`config.mk`:
```
export PLATFORM = sky130hd
export DESIGN_NAME = eth_ipv4_header_parser
export DESIGN_NICKNAME = d
export VERILOG_FILES = /design/src/hdl/eip_pkg.sv /design/src/hdl/eip_decode.sv /design/src/hdl/eip_serializer.sv /design/src/hdl/eth_ipv4_header_parser.sv
export SDC_FILE = /design/constraint.sdc
export NUM_CORES = 1
export LEC_CHECK = 0
export ABC_AREA = 1
export BUFFER_PORTS_ARGS = -buffer_cell sky130_fd_sc_hd__buf_2
export CELL_PAD_IN_SITES_DETAIL_PLACEMENT = 1
export CELL_PAD_IN_SITES_GLOBAL_PLACEMENT = 1
export CORE_MARGIN = 2
export CORE_UTILIZATION = 45
export DETAILED_ROUTE_END_ITERATION = 8
export PLACE_DENSITY_LB_ADDON = 0.1
export RECOVER_POWER = 100
export SLEW_MARGIN = 40
export SYNTH_ARGS = -nofsm -noshare
export SYNTH_HDL_FRONTEND = slang
export SYNTH_SLANG_ARGS = --single-unit
```
`constraint.sdc`:
```
create_clock -name clk -period 3.62 [get_ports clk]
set_input_delay 0.362 -clock clk [delete_from_list [all_inputs] [get_ports clk]]
set_output_delay 0.362 -clock clk [all_outputs]
set_load 0.02 [all_outputs]
```
`src/hdl/eip_pkg.sv`:
```
`timescale 1ns / 1ps
// ----------------------------------------------------------------------------
// eip_pkg
// Shared types and constants of the Ethernet / IPv4 header parser.
// ----------------------------------------------------------------------------
package eip_pkg;

  localparam int VALUE_W     = 48;
  localparam int KIND_W      = 5;
  localparam int POS_W       = 7;
  localparam int SHIFT_W     = 40;  // longest partial field kept between bytes
  localparam int OWL_W       = 4;
  localparam int MAX_RESULTS = 4;
  localparam int CNT_W       = 3;

  typedef logic [KIND_W-1:0]  kind_t;
  typedef logic [VALUE_W-1:0] value_t;
  typedef logic [POS_W-1:0]   pos_t;

  localparam kind_t KIND_DMAC    = 5'd0;
  localparam kind_t KIND_SMAC    = 5'd1;
  localparam kind_t KIND_TYPE    = 5'd2;
  localparam kind_t KIND_VER     = 5'd3;
  localparam kind_t KIND_IHL     = 5'd4;
  localparam kind_t KIND_DSCP    = 5'd5;
  localparam kind_t KIND_ECN     = 5'd6;
  localparam kind_t KIND_TOTLEN  = 5'd7;
  localparam kind_t KIND_ID      = 5'd8;
  localparam kind_t KIND_FLAGS   = 5'd9;
  localparam kind_t KIND_FRAGOFF = 5'd10;
  localparam kind_t KIND_TTL     = 5'd11;
  localparam kind_t KIND_PROTO   = 5'd12;
  localparam kind_t KIND_CSUM    = 5'd13;
  localparam kind_t KIND_SIP     = 5'd14;
  localparam kind_t KIND_DIP     = 5'd15;
  localparam kind_t KIND_OPTION  = 5'd16;
  localparam kind_t KIND_PAYLOAD = 5'd17;
  localparam kind_t KIND_IHL_ERR = 5'd18;
  localparam kind_t KIND_TRUNC   = 5'd19;

  // byte positions at which a header field completes; POS_OPT is the first option byte
  localparam pos_t POS_DMAC    = 7'd5;
  localparam pos_t POS_SMAC    = 7'd11;
  localparam pos_t POS_TYPE    = 7'd13;
  localparam pos_t POS_VER_IHL = 7'd14;
  localparam pos_t POS_TOS     = 7'd15;
  localparam pos_t POS_TOTLEN  = 7'd17;
  localparam pos_t POS_ID      = 7'd19;
  localparam pos_t POS_FRAG    = 7'd21;
  localparam pos_t POS_TTL     = 7'd22;
  localparam pos_t POS_PROTO   = 7'd23;
  localparam pos_t POS_CSUM    = 7'd25;
  localparam pos_t POS_SIP     = 7'd29;
  localparam pos_t POS_DIP     = 7'd33;
  localparam pos_t POS_OPT     = 7'd34;

  localparam logic [3:0] IHL_MIN = 4'd5;

  typedef struct packed {
    kind_t  kind;
    value_t value;
  } res_t;

  // all results caused by one input item, in order
  typedef struct packed {
    logic [CNT_W-1:0]       count;
    logic                   eof;
    res_t [MAX_RESULTS-1:0] item;
  } bundle_t;

endpackage

```
`src/hdl/eip_decode.sv`:
```
`timescale 1ns / 1ps
// ----------------------------------------------------------------------------
// eip_decode
// Frame position tracking and per-byte field decode into a result bundle.
// ----------------------------------------------------------------------------
module eip_decode import eip_pkg::*; (
  input  logic       clk,
  input  logic       rst_n,
  input  logic       accept,
  input  logic [7:0] data_byte,
  input  logic       frame_end,
  output bundle_t    bundle
);

  pos_t               pos_r, pos_nxt;
  logic [SHIFT_W-1:0] shift_r, shift_nxt;
  logic [OWL_W-1:0]   owl_r, owl_nxt;
  logic               pay_r, pay_nxt;

  function automatic bundle_t push(bundle_t b, kind_t k, value_t v);
    bundle_t r;
    r = b;
    r.item[b.count[1:0]].kind  = k;
    r.item[b.count[1:0]].value = v;
    r.count = b.count + 3'd1;
    return r;
  endfunction

  always_comb begin
    value_t           acc;
    logic             done;
    logic [OWL_W-1:0] owl_dec;
    acc       = {shift_r, data_byte};
    done      = 1'b1;
    owl_dec   = '0;
    bundle    = '0;
    pos_nxt   = pos_r;
    shift_nxt = shift_r;
    owl_nxt   = owl_r;
    pay_nxt   = pay_r;
    if (pay_r) begin
      bundle = push(bundle, KIND_PAYLOAD, VALUE_W'(data_byte));
    end else begin
      pos_nxt = pos_r + 7'd1;
      unique case (pos_r)
        POS_DMAC:  bundle = push(bundle, KIND_DMAC, acc);
        POS_SMAC:  bundle = push(bundle, KIND_SMAC, acc);
        POS_TYPE:  bundle = push(bundle, KIND_TYPE, acc);
        POS_VER_IHL: begin
          bundle = push(bundle, KIND_VER, VALUE_W'(data_byte[7:4]));
          bundle = push(bundle, KIND_IHL, VALUE_W'(data_byte[3:0]));
          if (data_byte[3:0] < IHL_MIN) begin
            bundle  = push(bundle, KIND_IHL_ERR, '0);
            owl_nxt = '0;
          end else begin
            owl_nxt = data_byte[3:0] - IHL_MIN;
          end
        end
        POS_TOS: begin
          bundle = push(bundle, KIND_DSCP, VALUE_W'(data_byte[7:2]));
          bundle = push(bundle, KIND_ECN, VALUE_W'(data_byte[1:0]));
        end
        POS_TOTLEN: bundle = push(bundle, KIND_TOTLEN, acc);
        POS_ID:     bundle = push(bundle, KIND_ID, acc);
        POS_FRAG: begin
          bundle = push(bundle, KIND_FLAGS, VALUE_W'(acc[15:13]));
          bundle = push(bundle, KIND_FRAGOFF, VALUE_W'(acc[12:0]));
        end
        POS_TTL:   bundle = push(bundle, KIND_TTL, acc);
        POS_PROTO: bundle = push(bundle, KIND_PROTO, acc);
        POS_CSUM:  bundle = push(bundle, KIND_CSUM, acc);
        POS_SIP:   bundle = push(bundle, KIND_SIP, acc);
        POS_DIP: begin
          bundle = push(bundle, KIND_DIP, acc);
          if (owl_r == '0) begin
            pay_nxt = 1'b1;
          end
        end
        default: begin
          // option words end where (pos - 34) mod 4 is 3
          if (pos_r >= POS_OPT && pos_r[1:0] == 2'd1) begin
            bundle  = push(bundle, KIND_OPTION, acc);
            owl_dec = (owl_r != '0) ? owl_r - 4'd1 : '0;
            owl_nxt = owl_dec;
            if (owl_dec == '0) begin
              pay_nxt = 1'b1;
            end
          end else begin
            done = 1'b0;
          end
        end
      endcase
      shift_nxt = done ? '0 : acc[SHIFT_W-1:0];
    end
    if (frame_end) begin
      if (!pay_nxt) begin
        bundle = push(bundle, KIND_TRUNC, '0);
      end
      bundle.eof = 1'b1;
      pos_nxt    = '0;
      shift_nxt  = '0;
      owl_nxt    = '0;
      pay_nxt    = 1'b0;
    end
  end

  always_ff @(posedge clk) begin
    if (!rst_n) begin
      pos_r   <= '0;
      shift_r <= '0;
      owl_r   <= '0;
      pay_r   <= 1'b0;
    end else if (accept) begin
      pos_r   <= pos_nxt;
      shift_r <= shift_nxt;
      owl_r   <= owl_nxt;
      pay_r   <= pay_nxt;
    end
  end

`ifndef SYNTHESIS
  a_frame_restart: assert property (@(posedge clk) disable iff (!rst_n)
    accept && frame_end |=> pos_r == '0 && shift_r == '0 && owl_r == '0 && !pay_r)
    else $error("state not cleared after final byte");

  a_payload_no_opts: assert property (@(posedge clk) disable iff (!rst_n)
    pay_r |-> owl_r == '0)
    else $error("payload reached with option words pending");

  a_final_has_result: assert property (@(posedge clk) disable iff (!rst_n)
    frame_end |-> bundle.count != '0)
    else $error("final byte yields no result");
`endif

endmodule

```
`src/hdl/eip_serializer.sv`:
```
`timescale 1ns / 1ps
// ----------------------------------------------------------------------------
// eip_serializer
// Result register: holds one item's results and hands them out one per cycle while out_stall is low.
// ----------------------------------------------------------------------------
module eip_serializer import eip_pkg::*; (
  input  logic    clk,
  input  logic    rst_n,
  input  logic    load,
  input  bundle_t bundle,
  output logic    load_ok,
  output logic    out_valid,
  input  logic    out_stall,
  output kind_t   out_field_kind,
  output value_t  out_field_value,
  output logic    out_end_of_frame
);

  logic [CNT_W-1:0]       count_r, count_nxt;
  logic                   eof_r, eof_nxt;
  res_t [MAX_RESULTS-1:0] item_r, item_nxt;
  logic                   take;

  assign out_valid        = count_r != '0;
  assign take             = out_valid && !out_stall;
  assign load_ok          = (count_r == '0) || (count_r == 3'd1 && !out_stall);
  assign out_field_kind   = item_r[0].kind;
  assign out_field_value  = item_r[0].value;
  assign out_end_of_frame = eof_r && count_r == 3'd1;

  always_comb begin
    count_nxt = count_r;
    eof_nxt   = eof_r;
    item_nxt  = item_r;
    if (load) begin
      count_nxt = bundle.count;
      eof_nxt   = bundle.eof;
      item_nxt  = bundle.item;
    end else if (take) begin
      count_nxt = count_r - 3'd1;
      for (int i = 0; i < MAX_RESULTS - 1; i++) begin
        item_nxt[i] = item_r[i+1];
      end
    end
  end

  always_ff @(posedge clk) begin
    if (!rst_n) begin
      count_r <= '0;
      eof_r   <= 1'b0;
    end else begin
      count_r <= count_nxt;
      eof_r   <= eof_nxt;
    end
    item_r <= item_nxt;
  end

`ifndef SYNTHESIS
  a_hold_on_stall: assert property (@(posedge clk) disable iff (!rst_n)
    out_valid && out_stall |=> $stable(count_r) && $stable(item_r) && $stable(eof_r))
    else $error("pending results changed while stalled");

  a_drain_step: assert property (@(posedge clk) disable iff (!rst_n)
    take && count_r > 3'd1 |=> count_r == $past(count_r) - 3'd1)
    else $error("result count did not step down");

  a_no_overflow: assert property (@(posedge clk) disable iff (!rst_n)
    count_r <= 3'd4)
    else $error("more pending results than slots");
`endif

endmodule

```
`src/hdl/eth_ipv4_header_parser.sv`:
```
`timescale 1ns / 1ps
// ----------------------------------------------------------------------------
// eth_ipv4_header_parser
// Byte-wide Ethernet + IPv4 header parser emitting tagged header fields,
// option words, payload bytes and error markers.
// ----------------------------------------------------------------------------
// a byte's first result is on the output in the cycle after the byte is accepted
// one byte per cycle while each byte gives at most one result and out_stall is low
// a byte giving several results (up to 4 when a frame with a short header
// length ends on its version/ihl byte) holds the output register until all are
// taken; in_stall is high while more than one is pending or the last is stalled
// synchronous active-low reset returns to start of frame, no results pending
module eth_ipv4_header_parser import eip_pkg::*; (
  input  logic       clk,
  input  logic       rst_n,
  input  logic       in_valid,
  output logic       in_stall,
  input  logic [7:0] in_data_byte,
  input  logic       in_frame_end,
  output logic       out_valid,
  input  logic       out_stall,
  output kind_t      out_field_kind,
  output value_t     out_field_value,
  output logic       out_end_of_frame
);

  bundle_t bundle;
  logic    load_ok;
  logic    accept;

  assign in_stall = !load_ok;
  assign accept   = in_valid && load_ok;

  eip_decode u_decode (
    .clk       (clk),
    .rst_n     (rst_n),
    .accept    (accept),
    .data_byte (in_data_byte),
    .frame_end (in_frame_end),
    .bundle    (bundle)
  );

  eip_serializer u_serializer (
    .clk              (clk),
    .rst_n            (rst_n),
    .load             (accept),
    .bundle           (bundle),
    .load_ok          (load_ok),
    .out_valid        (out_valid),
    .out_stall        (out_stall),
    .out_field_kind   (out_field_kind),
    .out_field_value  (out_field_value),
    .out_end_of_frame (out_end_of_frame)
  );

endmodule
```
# After elaboration in Yosys (flattened, before gate mapping)
# Cells that the tools add are included.
# classes
add_sub_neg	5
n_lt_le_gt_ge	4
n_eq_ne	17
mux	36
reduce_logical	21
# op_table
op	n
$pmux W216 S13	1
$mux W216	3
$mux W214	2
$bwmux W212	2
$mux W159	2
$demux W53 S2	2
$mux W40	3
$mux W53	1
$eq A7 B5 Y1 const B	7
$mux W48	1
$eq A7 B4 Y1 const B	4
$reduce_or A12 Y1	2
$mux W4	5
$mux W7	2
$reduce_or A13 Y1	1
$logic_not A4 Y1	2
$mux W1	8
$pmux W4 S2	1
$add A7 B1 Y7 const B	1
$eq A7 B3 Y1 const B	1
$eq A7 B6 Y1 const B	1
$ge A7 B6 Y1 const B	1
$logic_and A1 B1 Y1	6
$mux W3	2
other kinds (20)	22
# totals
reg_bits	268
input_bits	13
output_inout_bits	56
elab_cells	97

# Logic depth before layout (Yosys ltp)
# Gate-level depths: netlist of the first run.
# depth
depth_word	14
ltp_mapped	19

# Modules after synthesis
# From an unflattened synthesis of the first run, not the netlist that was laid out.
# unflattened
hier_cells	1553
area_unflattened_um2	13633.1
# modules_own_cells
mod	n_inst	cells_each	area_per_inst_um2
eip_serializer	1	819	8998.6
eip_decode	1	731	4623.2
eth_ipv4_header_parser	1	3	11.3

# Least setup slack after synthesis of the first run
# No wires, ideal clock.
# synth_timing
kind	flip-flop to flip-flop
start	register u_serializer.count_r[0]
end	register u_serializer.item_r[101] (netlist bit) (enable)
setup_time_ns	0.428
t_arrival_ns	2.449
t_required_ns	3.192
setup_slack_ns	0.743
stages_incl_launch_ff	6
path_buffers	0
period_less_slack_ns	2.877
cell_sequence	dfxtp_1 inv_1 ha_1 nand2_1 o21ai_0 inv_1
# synth_via
word_cells_on_any_way	8
# synth_rtl
element	line	rtl
start: declaration	eip_serializer.sv:19	logic [CNT_W-1:0] count_r, count_nxt;
start signal: assignment	eip_serializer.sv:52	count_r <= count_nxt;
$reduce_bool A3 Y1	eip_serializer.sv:24	assign out_valid = count_r != '0;
net out_valid	eth_ipv4_header_parser.sv:20	output logic out_valid,
$logic_and A1 B1 Y1	eip_serializer.sv:25	assign take = out_valid && !out_stall;
$reduce_bool A2 Y1 (no source line)	--	
end signal: assignment	eip_serializer.sv:55	item_r <= item_nxt;
end: declaration	eip_serializer.sv:21	res_t [MAX_RESULTS-1:0] item_r, item_nxt;
# The timed path passes the listed nets, and every way through them passes these cells.
# A chain may end at the register's enable or synchronous reset.

# Worst setup path in the final report of the first run
# layout_timing
start	register u_serializer.count_r[0]
end	register u_decode.shift_r[27]
# layout_via
elab_chain_len	5
word_cells_on_any_way	6
# layout_lines
element	line	rtl
$eq A3 B1 Y1	eip_serializer.sv:26	assign load_ok = (count_r == '0) || (count_r == 3'd1 && !out_stall);
$logic_and A1 B1 Y1	eip_serializer.sv:26	
$logic_or A1 B1 Y1 *	eip_serializer.sv:26	
$logic_and A1 B1 Y1 *	eth_ipv4_header_parser.sv:32	assign accept = in_valid && load_ok;
$reduce_and A2 Y1 (no source line) *	--	
end signal: assignment	eip_decode.sv:115	shift_r <= shift_nxt;
end: declaration	eip_decode.sv:16	logic [SHIFT_W-1:0] shift_r, shift_nxt;
# Every way passes the cells marked *; elsewhere a longest branch is shown, timed or not.

==> metrics, run 1 <==
fin. max-slew vios=0; Yosys top cell by area=edfxtp_1; CP most frequent cell=nand2_1; PwrDens=742 nW/µm²; CP startpoint kind=flop; Worst Path Required=3.96 ns; Die W=approximately 130 µm; Post-Synthesis Cells=775; clock skew=0.00840 ns; # DRC=0; Pleak=0.00276 µW; CP max FO=40; CTS buffer count=17; # Post-CTS Setup Buffers=0; die area=16000 µm²; Clk network pwr share=29.6%; Worst-path clk slew=0.06 ns; post-route ant nets=0; RSZ-0062 raised after global routing=false; routability cong.=approximately 0.91; top-area cell type share of the netlist area=32.9%; H-tree depth=4; fin nets=810; Buffers on Ports=between 60 and 70; fill count=roughly 1800; mux contribution to synthesized area=0%; Via density=~5.3; global route overflow=0; IO Count=between 60 and 70; Clk Latency, worst-skew pair=0.42 ns; worst hold slack=0.243 ns; Max VDD drop=about 0.55 mV; Starting Density=46.2%; internal power=3320 µW; CTS tree=yes; Synth Flop Type=edfxtp_1; setup tns final=0 ns; Arrival @ worst endpoint=about 3.6 ns; syn nets=799; synthesized area per cell=8.70 µm²; drt first pass iters=4; Post-CTS Hold Buffers=0; CTS resizes=0; Core Rows=44; first-pass GRT wire length=28.4 mm; vias=5163; core area=around 15000 µm²; Setup Viol. Count Final=0; type of the worst setup path=flop to flop; largest family of logic cells by synthesized area=simple AND/OR/NAND/NOR gates; Critical Path End Type=flop; final hold violations=0; share of cells above drive strength 1=between 10% and 20%; Max Cap Viol=0; Final period util=89.9%; root buf cell=clkbuf_16; Inst Count DP=around 950; worst path cell trace=inv_1 > ha_1 > nand2_1 > nand2_1 > nand2_1 > nor2_2 > buf_4 > inv_2 > nor2_1 > nand4_1 > inv_1 > buf_4 > nand2_1 > a21oi_1; Routed WL=17.3 mm; Die Ht=126 µm; combinational power share=about 28%; Ant. Diodes=0; Slowest cell on crit path=nand2_1; area share of xor/xnor cells in the synthesized design=less than 1%; Max-Slew Margin vs Limit=19.5%; max incr delay on CP=0.55 ns; YS warnings=0; per-cell routed wire length=17.6 µm; Non-Filler Instances=983; number of synthesized flops with an enable pin=74; Tot GR Track Use=22.6%; min Tclk post-route=3.26 ns; CTS sink count=130; async set or reset register ratio after synthesis=0%; synthesized flop and latch total=130; register share of total power=between 40% and 50%; Max Fclk=roughly 0.3 GHz; HP Class=input pin to flop; Detailed Place HPWL=12.1 mm; Area Growth Syn to Fin=5.25%; Worst Max-Slew Pin Slew=1.21 ns; Clock Path Buffers=2; iteration-0 DRC count of the detailed router=271; switching share of total power=37.0%; Mapped Area=6740 µm²; largest net degree at the start of global routing=50; Seq/Total Area, Yosys=about half; Synth area leaders=edfxtp_1 (33%), dfxtp_1 (17%), nand2_1 (11%), buf_4 (6.2%), a21oi_1 (4.4%); Synth Area in Compound Gates=7.98%; Synth Area in Adders=under 10%; P_sw=1950 µW; Post-Synth Simple-Gate Area=27.1%; outcome=completed; initial antenna violation count=0; Yosys cell types=43; number of global-route vias before repair=5383
## metal layers
metal	global-route usage [%]	wire length, µm	up-vias
li1	-	-	2497
met3	4.56	668	24
met4	6.72	232	0
met5	0	0	-
met2	36.0	8210	112
met1	31.2	8160	2530
## sequential cells by signal, summed over array words and instances, names as in the netlist
signal                        flops
u_serializer.out_field_value     48
u_decode.pay_r                    1
u_serializer.eof_r                1
u_decode.shift_r                 40
u_decode.owl_r                    4
u_decode.pos_r                    7
u_serializer.out_field_kind       5
u_serializer.count_r              3
u_serializer.item_r              21
## synth_stat cells (2+ instances only)
cell	instances
nor2_4	24
nand2_2	9
a211oi_1	2
inv_1	65
o21bai_1	2
buf_12	2
o22ai_1	5
ha_1	11
clkbuf_1	9
nand2_1	196
nor3_1	8
a21boi_0	2
nand3_4	2
buf_1	4
nor2_2	5
edfxtp_1	74
o221ai_1	2
inv_2	9
nand4_1	13
a21oi_1	59
nand2_8	3
o21ai_0	23
nand3_2	4
dfxtp_1	56
buf_4	56
nand3_1	37
xor2_1	4
buf_2	9
nor2_1	66
## cell usage in the layout, fill, tap and decap left out, types with 2 or more instances in the layout
master / instances
a211oi_1: 2
a21boi_0: 2
a21oi_1: 59
buf_2: 12
buf_4: 4
clkbuf_1: 57
clkbuf_16: 17
clkinv_2: 6
clkinv_4: 3
clkinvlp_4: 2
dfxtp_1: 56
edfxtp_1: 74
ha_1: 11
inv_1: 65
inv_2: 9
inv_4: 2
nand2_1: 197
nand2_2: 8
nand2_8: 3
nand3_1: 38
nand3_2: 3
nand3_4: 2
nand4_1: 13
nor2_1: 85
nor2_2: 5
nor2_4: 5
nor3_1: 8
o21ai_0: 23
o21bai_1: 2
o221ai_1: 2
o22ai_1: 5
xor2_1: 4
## kinds of logic after synthesis
family                   Yosys count
AND/OR/NAND/NOR                  373
AO/OA/AOI/OAI                     99
buffers and inverters            158
flip-flops                       130
adder cells (fa/ha/maj)           11
XOR/XNOR                           4
## worst paths after layout
| check | from | end | slack, ns | depth (start not counted) |
|---|---|---|---|---|
| max | u_serializer.count_r[0] | u_decode.shift_r[27] | 0.36 | 14 |
| min | in_data_byte[5] | u_decode.shift_r[5] | 0.24 | 3 |
| max reg2reg | u_serializer.count_r[0] | u_decode.shift_r[27] | 0.36 | 14 |
| min reg2reg | u_decode.shift_r[39] | u_decode.shift_r[39] | 0.47 | 2 |
## per-stage QoR
step | instance area [µm²] | util (%) | setup slack (ns) | total power [µW]
4_1_cts | 7330 | 50.3 | 0.397 | 5450
6_report | 7100 | 48.7 | 0.365 | 5270
2_1_floorplan | 6740 | - | 0.743 | 3700
3_3_place_gp | 6800 | 46.6 | 0.608 | 3810
5_1_grt | 7100 | 48.7 | 0.0855 | 5560
3_5_place_dp | 6800 | 46.6 | 0.404 | 3880
## cell type report
cell class                 instances  area [µm²]  area share, %
multi-input combinational        487        2390           33.7
timing repair buffer              73         308           4.34
sequential                       130        3340           47.1
tap                              184         230           3.24
clock inverter                    13        88.8           1.25
inverter                          77         297           4.18
clock buffer                      19         443           6.24
## worst max-delay path, delay by kind of cell, from the launching register on
| family | cells | cell delay, ns |
|---|---|---|
| buffers and inverters | 5 | 0.94 |
| AND/OR/NAND/NOR | 7 | 1.56 |
| flip-flops | 1 | 0.32 |
| AO/OA/AOI/OAI | 1 | 0.17 |
| adder cells (fa/ha/maj) | 1 | 0.16 |
## power groups by stage
stage,combinational [µW],sequential [µW],clock (µW)
3_5_place_dp,1600,2280,0
6_report,1450,2260,1560
2_1_floorplan,1430,2270,0
5_1_grt,1590,2310,1650
4_1_cts,1600,2260,1590
3_3_place_gp,1550,2260,0
No activity file was read; power rests on OpenSTA's default activity.
==> inputs of run 2 (changes only) <==
--- a/config.mk
+++ b/config.mk
@@ -13,7 +13,6 @@
 export CORE_UTILIZATION = 45
 export DETAILED_ROUTE_END_ITERATION = 8
 export PLACE_DENSITY_LB_ADDON = 0.1
-export RECOVER_POWER = 100
 export SLEW_MARGIN = 40
 export SYNTH_ARGS = -nofsm -noshare
 export SYNTH_HDL_FRONTEND = slang
==> run 2 against run 1 <==
Worst setup slack improved by 0.043 ns; first-iteration DRC count grew 32%; sequential share of layout area down 1.5 points; cell area up 3.3%; cell count did not move; global-route usage did not move; critical endpoint is now u_serializer.out_field_value[19]; wire length down 0.57%; clock skew fell by 0.0020 ns; power is 2.3% higher.
==> metrics, run 2 (synthesis gave the netlist of run 1 again) <==
max incr delay on CP=0.34 ns; metal2 WL=8.10 mm; Max VDD drop=just under 0.6 mV; worst path cell trace=inv_1 > ha_1 > nand3_1 > inv_1 > nand2_2 > nand3_4 > nor2_4 > nand3_1 > nand2_1 > nor2_1 > ha_1 > nand2_8 > nand2_8 > inv_6 > nand2_8 > nor2_1; P_sw=a little under 2000 µW; Core Rows=44; Final period util=between 80% and 90%; CP most frequent cell=nand2_8; Clk network pwr share=29.0%; combinational power share=29.3%; Setup Viol. Count Final=0; IO Count=between 60 and 70; routability cong.=between 0.9 and 1; DR WL met3=612 µm; vias=a little over 5000; die area=16000 µm²; final hold violations=0; iteration-0 DRC count of the detailed router=about 360; final instance area=7330 µm²; Worst Path Required=3.77 ns; Critical Path End Type=flop; outcome=completed; hold path start=in_data_byte[5]; Detailed Place HPWL=between 10 and 15 mm; Critical Path Source=u_decode.pos_r[1]; fin. max-slew vios=0; CTS buffer count=17; root buf cell=clkbuf_16; number of global-route vias before repair=5383; # DRC=0; internal power=3410 µW; initial antenna violation count=0; # Post-CTS Setup Buffers=0; CP max FO=27; CTS tree=yes; global route overflow=0; Starting Density=46.2%; CTS resizes=0; register share of total power=between 40% and 50%; CP startpoint kind=flop; Clock Path Buffers=2; post-route ant nets=0; Area Growth Syn to Fin=8.74%; Via density=approximately 5.2; type of the worst setup path=flop to flop; fill count=~1800; Clk Latency, worst-skew pair=0.42 ns; setup tns final=0 ns; per-cell routed wire length=17.5 µm; Die Ht=126 µm; Worst-path clk slew=0.06 ns; drt first pass iters=4; area post-placement=6800 µm²; clock skew=approximately 0.0064 ns; largest net degree at the start of global routing=50; min Tclk post-route=about 3.2 ns; Slowest cell on crit path=dfxtp_1; switching share of total power=36.6%; most common cell after layout, fill and taps aside=nand2_1; Arrival @ worst endpoint=3.37 ns; share of cells above drive strength 1=20.8%; Ant. Diodes=0; commonest non-fill, non-tap cells in the layout=nand2_1 (196), edfxtp_1 (74), buf_2 (68); Worst Max-Slew Pin Slew=approximately 0.8 ns; Max Cap Viol=0; H-tree depth=4; PwrDens=735 nW/µm²; Pleak=0.00295 µW; Max-Slew Margin vs Limit=45.5%; fin nets=810; first-pass GRT wire length=28.4 mm; Post-CTS Hold Buffers=0; Routed WL=roughly 17 mm; Tot GR Track Use=22.6%; CTS sink count=130; number of flip-flops under the largest register name=48; RSZ-0062 raised after global routing=false; met1 wire length=8.22 mm; HP Class=input pin to flop; RR Startpoint=u_decode.pos_r[1]; max layer used=met4; Max Fclk=0.311 GHz; Buffers on Ports=68; Die W=126 µm; core area=14600 µm²
## run 2: cell type report
cell class,count,area (µm²),share of cell area [%]
tap,184,230,3.14
timing repair buffer,73,390,5.32
sequential,130,3340,45.6
multi-input combinational,487,2540,34.7
clock buffer,19,443,6.04
inverter,77,297,4.04
clock inverter,13,88.8,1.21
## run 2: power by group through the flow
stage	clock network, µW	registers [µW]	logic, µW
2_1_floorplan	0	2270	1430
3_3_place_gp	0	2260	1550
3_5_place_dp	0	2280	1600
4_1_cts	1590	2260	1600
5_1_grt	1650	2300	1730
6_report	1560	2250	1580
## run 2: worst max-delay path: cells and delay by family, from the launching register on
family	cells	cell delay, ns
flip-flops	1	0.34
adder cells (fa/ha/maj)	2	0.61
buffers and inverters	3	0.36
AND/OR/NAND/NOR	11	1.62
## run 2: per-layer routing
| metal | vias up | track usage [%] |
|---|---|---|
| li1 | 2496 | - |
| met1 | 2534 | 31.2 |
| met2 | 102 | 36.0 |
| met3 | 20 | 4.56 |
| met4 | 0 | 6.72 |
| met5 | - | 0 |
## run 2: stage by stage
step | setup WS (ns) | utilization (%) | power [µW] | cells | hold WS, ns
floorplan | 0.743 | - | 3700 | 775 | 0.441
global placement | 0.608 | 46.6 | 3810 | 951 | 0.455
detailed placement | 0.404 | 46.6 | 3880 | 951 | 0.460
CTS | 0.397 | 50.3 | 5450 | 983 | 0.226
global route | 0.102 | 50.3 | 5690 | 983 | 0.250
finish | 0.408 | 50.3 | 5390 | 983 | 0.239
## run 2: path summary, 6_finish.rpt
check	cells past startpoint	slack, ns	endpoint
setup / recovery	16	0.41	u_serializer.out_field_value[19]
hold / removal	3	0.24	u_decode.shift_r[5]
setup reg to reg	16	0.41	u_serializer.out_field_value[19]
hold reg to reg	2	0.47	u_decode.shift_r[35]
==> inputs of run 3 (changes only) <==
--- a/config.mk
+++ b/config.mk
@@ -5,12 +5,11 @@
 export SDC_FILE = /design/constraint.sdc
 export NUM_CORES = 1
 export LEC_CHECK = 0
-export ABC_AREA = 1
 export BUFFER_PORTS_ARGS = -buffer_cell sky130_fd_sc_hd__buf_2
 export CELL_PAD_IN_SITES_DETAIL_PLACEMENT = 1
 export CELL_PAD_IN_SITES_GLOBAL_PLACEMENT = 1
 export CORE_MARGIN = 2
-export CORE_UTILIZATION = 45
+export CORE_UTILIZATION = 46
 export DETAILED_ROUTE_END_ITERATION = 8
 export PLACE_DENSITY_LB_ADDON = 0.1
 export SLEW_MARGIN = 40
==> run 3 against run 2 <==
Maximum frequency is 3.5% lower; largest power group unchanged; largest cell class unchanged; cell count is 20% lower; synthesized cell count is 24% lower; highest routed layer unchanged.
==> metrics, run 3 <==
RSZ-0062 raised after global routing=false; setup tns final=0 ns; root buf cell=clkbuf_16; synthesized flop and latch total=130; HP Class=input pin to flop; PwrDens=roughly 780 nW/µm²; RR Startpoint=u_decode.pos_r[1]; fin nets=625; commonest non-fill, non-tap cells in the layout=edfxtp_1 (74), buf_2 (68), nor2_1 (64); Max-Slew Margin vs Limit=49.9%; Max VDD drop=0.887 mV; Final period util=92.0%; CP startpoint kind=flop; Clock Path Buffers=2; Synth Flop Type=edfxtp_1; number of flip-flops under the largest register name=48; IO Count=69; hold path start=in_data_byte[7]; largest net degree at the start of global routing=80; Reg2Reg Depth=13; type of the worst setup path=flop to flop; Post-CTS Hold Buffers=0; Starting Density=47.2%; Max Cap Viol=0; Ant. Diodes=0; initial antenna violation count=0; Detailed Place HPWL=9.73 mm; Synth area leaders=edfxtp_1 (36%), dfxtp_1 (18%), buf_4 (6.6%), a22oi_1 (5.0%), and2_1 (5.0%); min Tclk post-route=3.33 ns; Worst-path clk slew=0.06 ns; Critical Path End Type=flop; Seq/Total Area, Yosys=53.5%; number of global-route vias before repair=4575; outcome=completed; final hold violations=0; core area=13200 µm²; YS warnings=0; Pleak=about 0.0028 µW; area of the multi-input gates=about 2300 µm²; top-area cell type share of the netlist area=35.6%; Arrival @ worst endpoint=between 3 and 4 ns; global route overflow=0; CTS tree=yes; WHS Endpoint=u_decode.shift_r[7]; top-count cell post-synth=edfxtp_1; iteration-0 DRC count of the detailed router=289; Worst Hold Depth=3; Worst Path Required=~3.8 ns; die area=14500 µm²; Worst Max-Slew Pin Slew=0.746 ns; Clk Latency, worst-skew pair=0.42 ns; H-tree depth=4; CTS buffer count=17; Slowest cell on crit path=dfxtp_1; Yosys top cell by area=edfxtp_1; post-route ant nets=0; Setup Viol. Count Final=0; Critical Path Source=u_decode.pos_r[1]; CTS sink count=130; register area=3340 µm²; vias=4433; Die Ht=121 µm; RR Endpoint=u_serializer.out_field_value[12]; Routed WL=15.0 mm; drt first pass iters=4; Area Growth Syn to Fin=12.7%; most common cell after layout, fill and taps aside=edfxtp_1; Reg2Reg Setup Slack=~0.29 ns; async set or reset register ratio after synthesis=0%; clock skew=0.00659 ns; Via density=about 5.6; first-pass GRT wire length=roughly 24 mm; worst hold slack=0.279 ns; Post-Synthesis Cells=591; Mapped Area=6240 µm²; syn nets=615; Tot GR Track Use=21.3%; Yosys cell types=63; Max Fclk=~0.3 GHz; per-cell routed wire length=19.0 µm; # DRC=0; routability cong.=0.823; fill count=1463; Top delay family on crit path=simple AND/OR/NAND/NOR gates; Die W=121 µm; WP buf/inv=2; share of cells above drive strength 1=21.7%; worst path cell trace=inv_1 > ha_1 > nor2b_1 > o21a_1 > nor4b_2 > nand2_2 > a21oi_2 > ha_1 > nand2_1 > nor3_2 > nor3_4 > buf_4 > a22o_1; fin. max-slew vios=0; synthesized area per cell=between 10 and 15 µm²; Buffers on Ports=68; Core Rows=42; number of synthesized flops with an enable pin=74; synth cell count leaders=edfxtp_1 (74), nor2_1 (64), dfxtp_1 (56); max incr delay on CP=0.43 ns; CP max FO=40; CP most frequent cell=ha_1
-- run 3: changes by cell type in the layout (fill, tap and decap cells not counted), sizes merged, moves of 13 or more --
cell / delta
nand2: -178
inv: -60
and2: +50
a22oi: +42
a21oi: -38
nor2: -31
nand3: -29
a22o: +13
-- run 3: layout make-up --
| type | instances | area share [%] |
|---|---|---|
| sequential | 130 | 47.5 |
| multi-input combinational | 351 | 32.7 |
| inverter | 18 | 0.960 |
| clock inverter | 7 | 1.65 |
| clock buffer | 25 | 7.50 |
| tap | 176 | 3.13 |
| timing repair buffer | 83 | 6.61 |
-- run 3: logic make-up (layout without fill, tap and decap cells) --
logic type               count (synthesis)  in the layout  synth area share [%]
multiplexers                             5              5                 0.801
AND/OR/NAND/NOR                        197            197                  16.7
flip-flops                             130            130                  53.5
AO/OA/AOI/OAI                          130            130                  15.3
adder cells (fa/ha/maj)                 11             11                  2.20
XOR/XNOR                                 8              8                  1.12
buffers and inverters                  110            133                  10.3
-- run 3: worst reg2reg max path, cell delays in order, from the launching register on --
cell and delay [ns]:
dfxtp_1 0.43, inv_1 0.09, ha_1 0.29, nor2b_1 0.19, o21a_1 0.20, nor4b_2 0.42
nand2_2 0.11, a21oi_2 0.17, ha_1 0.28, nand2_1 0.09, nor3_2 0.22, nor3_4 0.07
buf_4 0.24, a22o_1 0.27
-- run 3: per-stage QoR --
stage / util, % / cells / cell area [µm²] / power (µW) / setup WS, ns
finish: 53.2 / 790 / 7040 / 5490 / 0.290
global route: 53.2 / 790 / 7040 / 5730 / 0.0767
CTS: 52.9 / 788 / 7010 / 5530 / 0.0912
detailed placement: 48.1 / 756 / 6370 / 3680 / 0.132
global placement: 48.1 / 756 / 6370 / 3630 / 0.305
floorplan: - / 591 / 6250 / 3480 / 0.0139
-- run 3: worst max-delay path by stage --
stage,end,cells after the start
after floorplan,u_serializer.count_r[0],8
after global placement,u_serializer.out_field_value[12],13
after detailed placement,u_serializer.out_field_value[12],13
after CTS,u_serializer.out_field_value[12],13
after global routing,u_serializer.out_field_value[12],13
final,u_serializer.out_field_value[12],13
-- run 3: power breakdown --
part / leakage (µW) / internal, µW / switching, µW
clock network: 0.000316 / 1220 / 631
logic: 0.00124 / 397 / 1030
registers: 0.00122 / 2090 / 125
-- run 3: timing repair --
item,in CTS,in global routing
resized for setup,0,3
setup endpoints to repair,0,50
setup buffers,0,2
-- run 3: per-layer routing --
metal	GRT usage [%]	wire length [µm]
met5	0	0
met4	8.50	214
met3	4.25	472
met2	34.5	7500
met1	28.2	6810
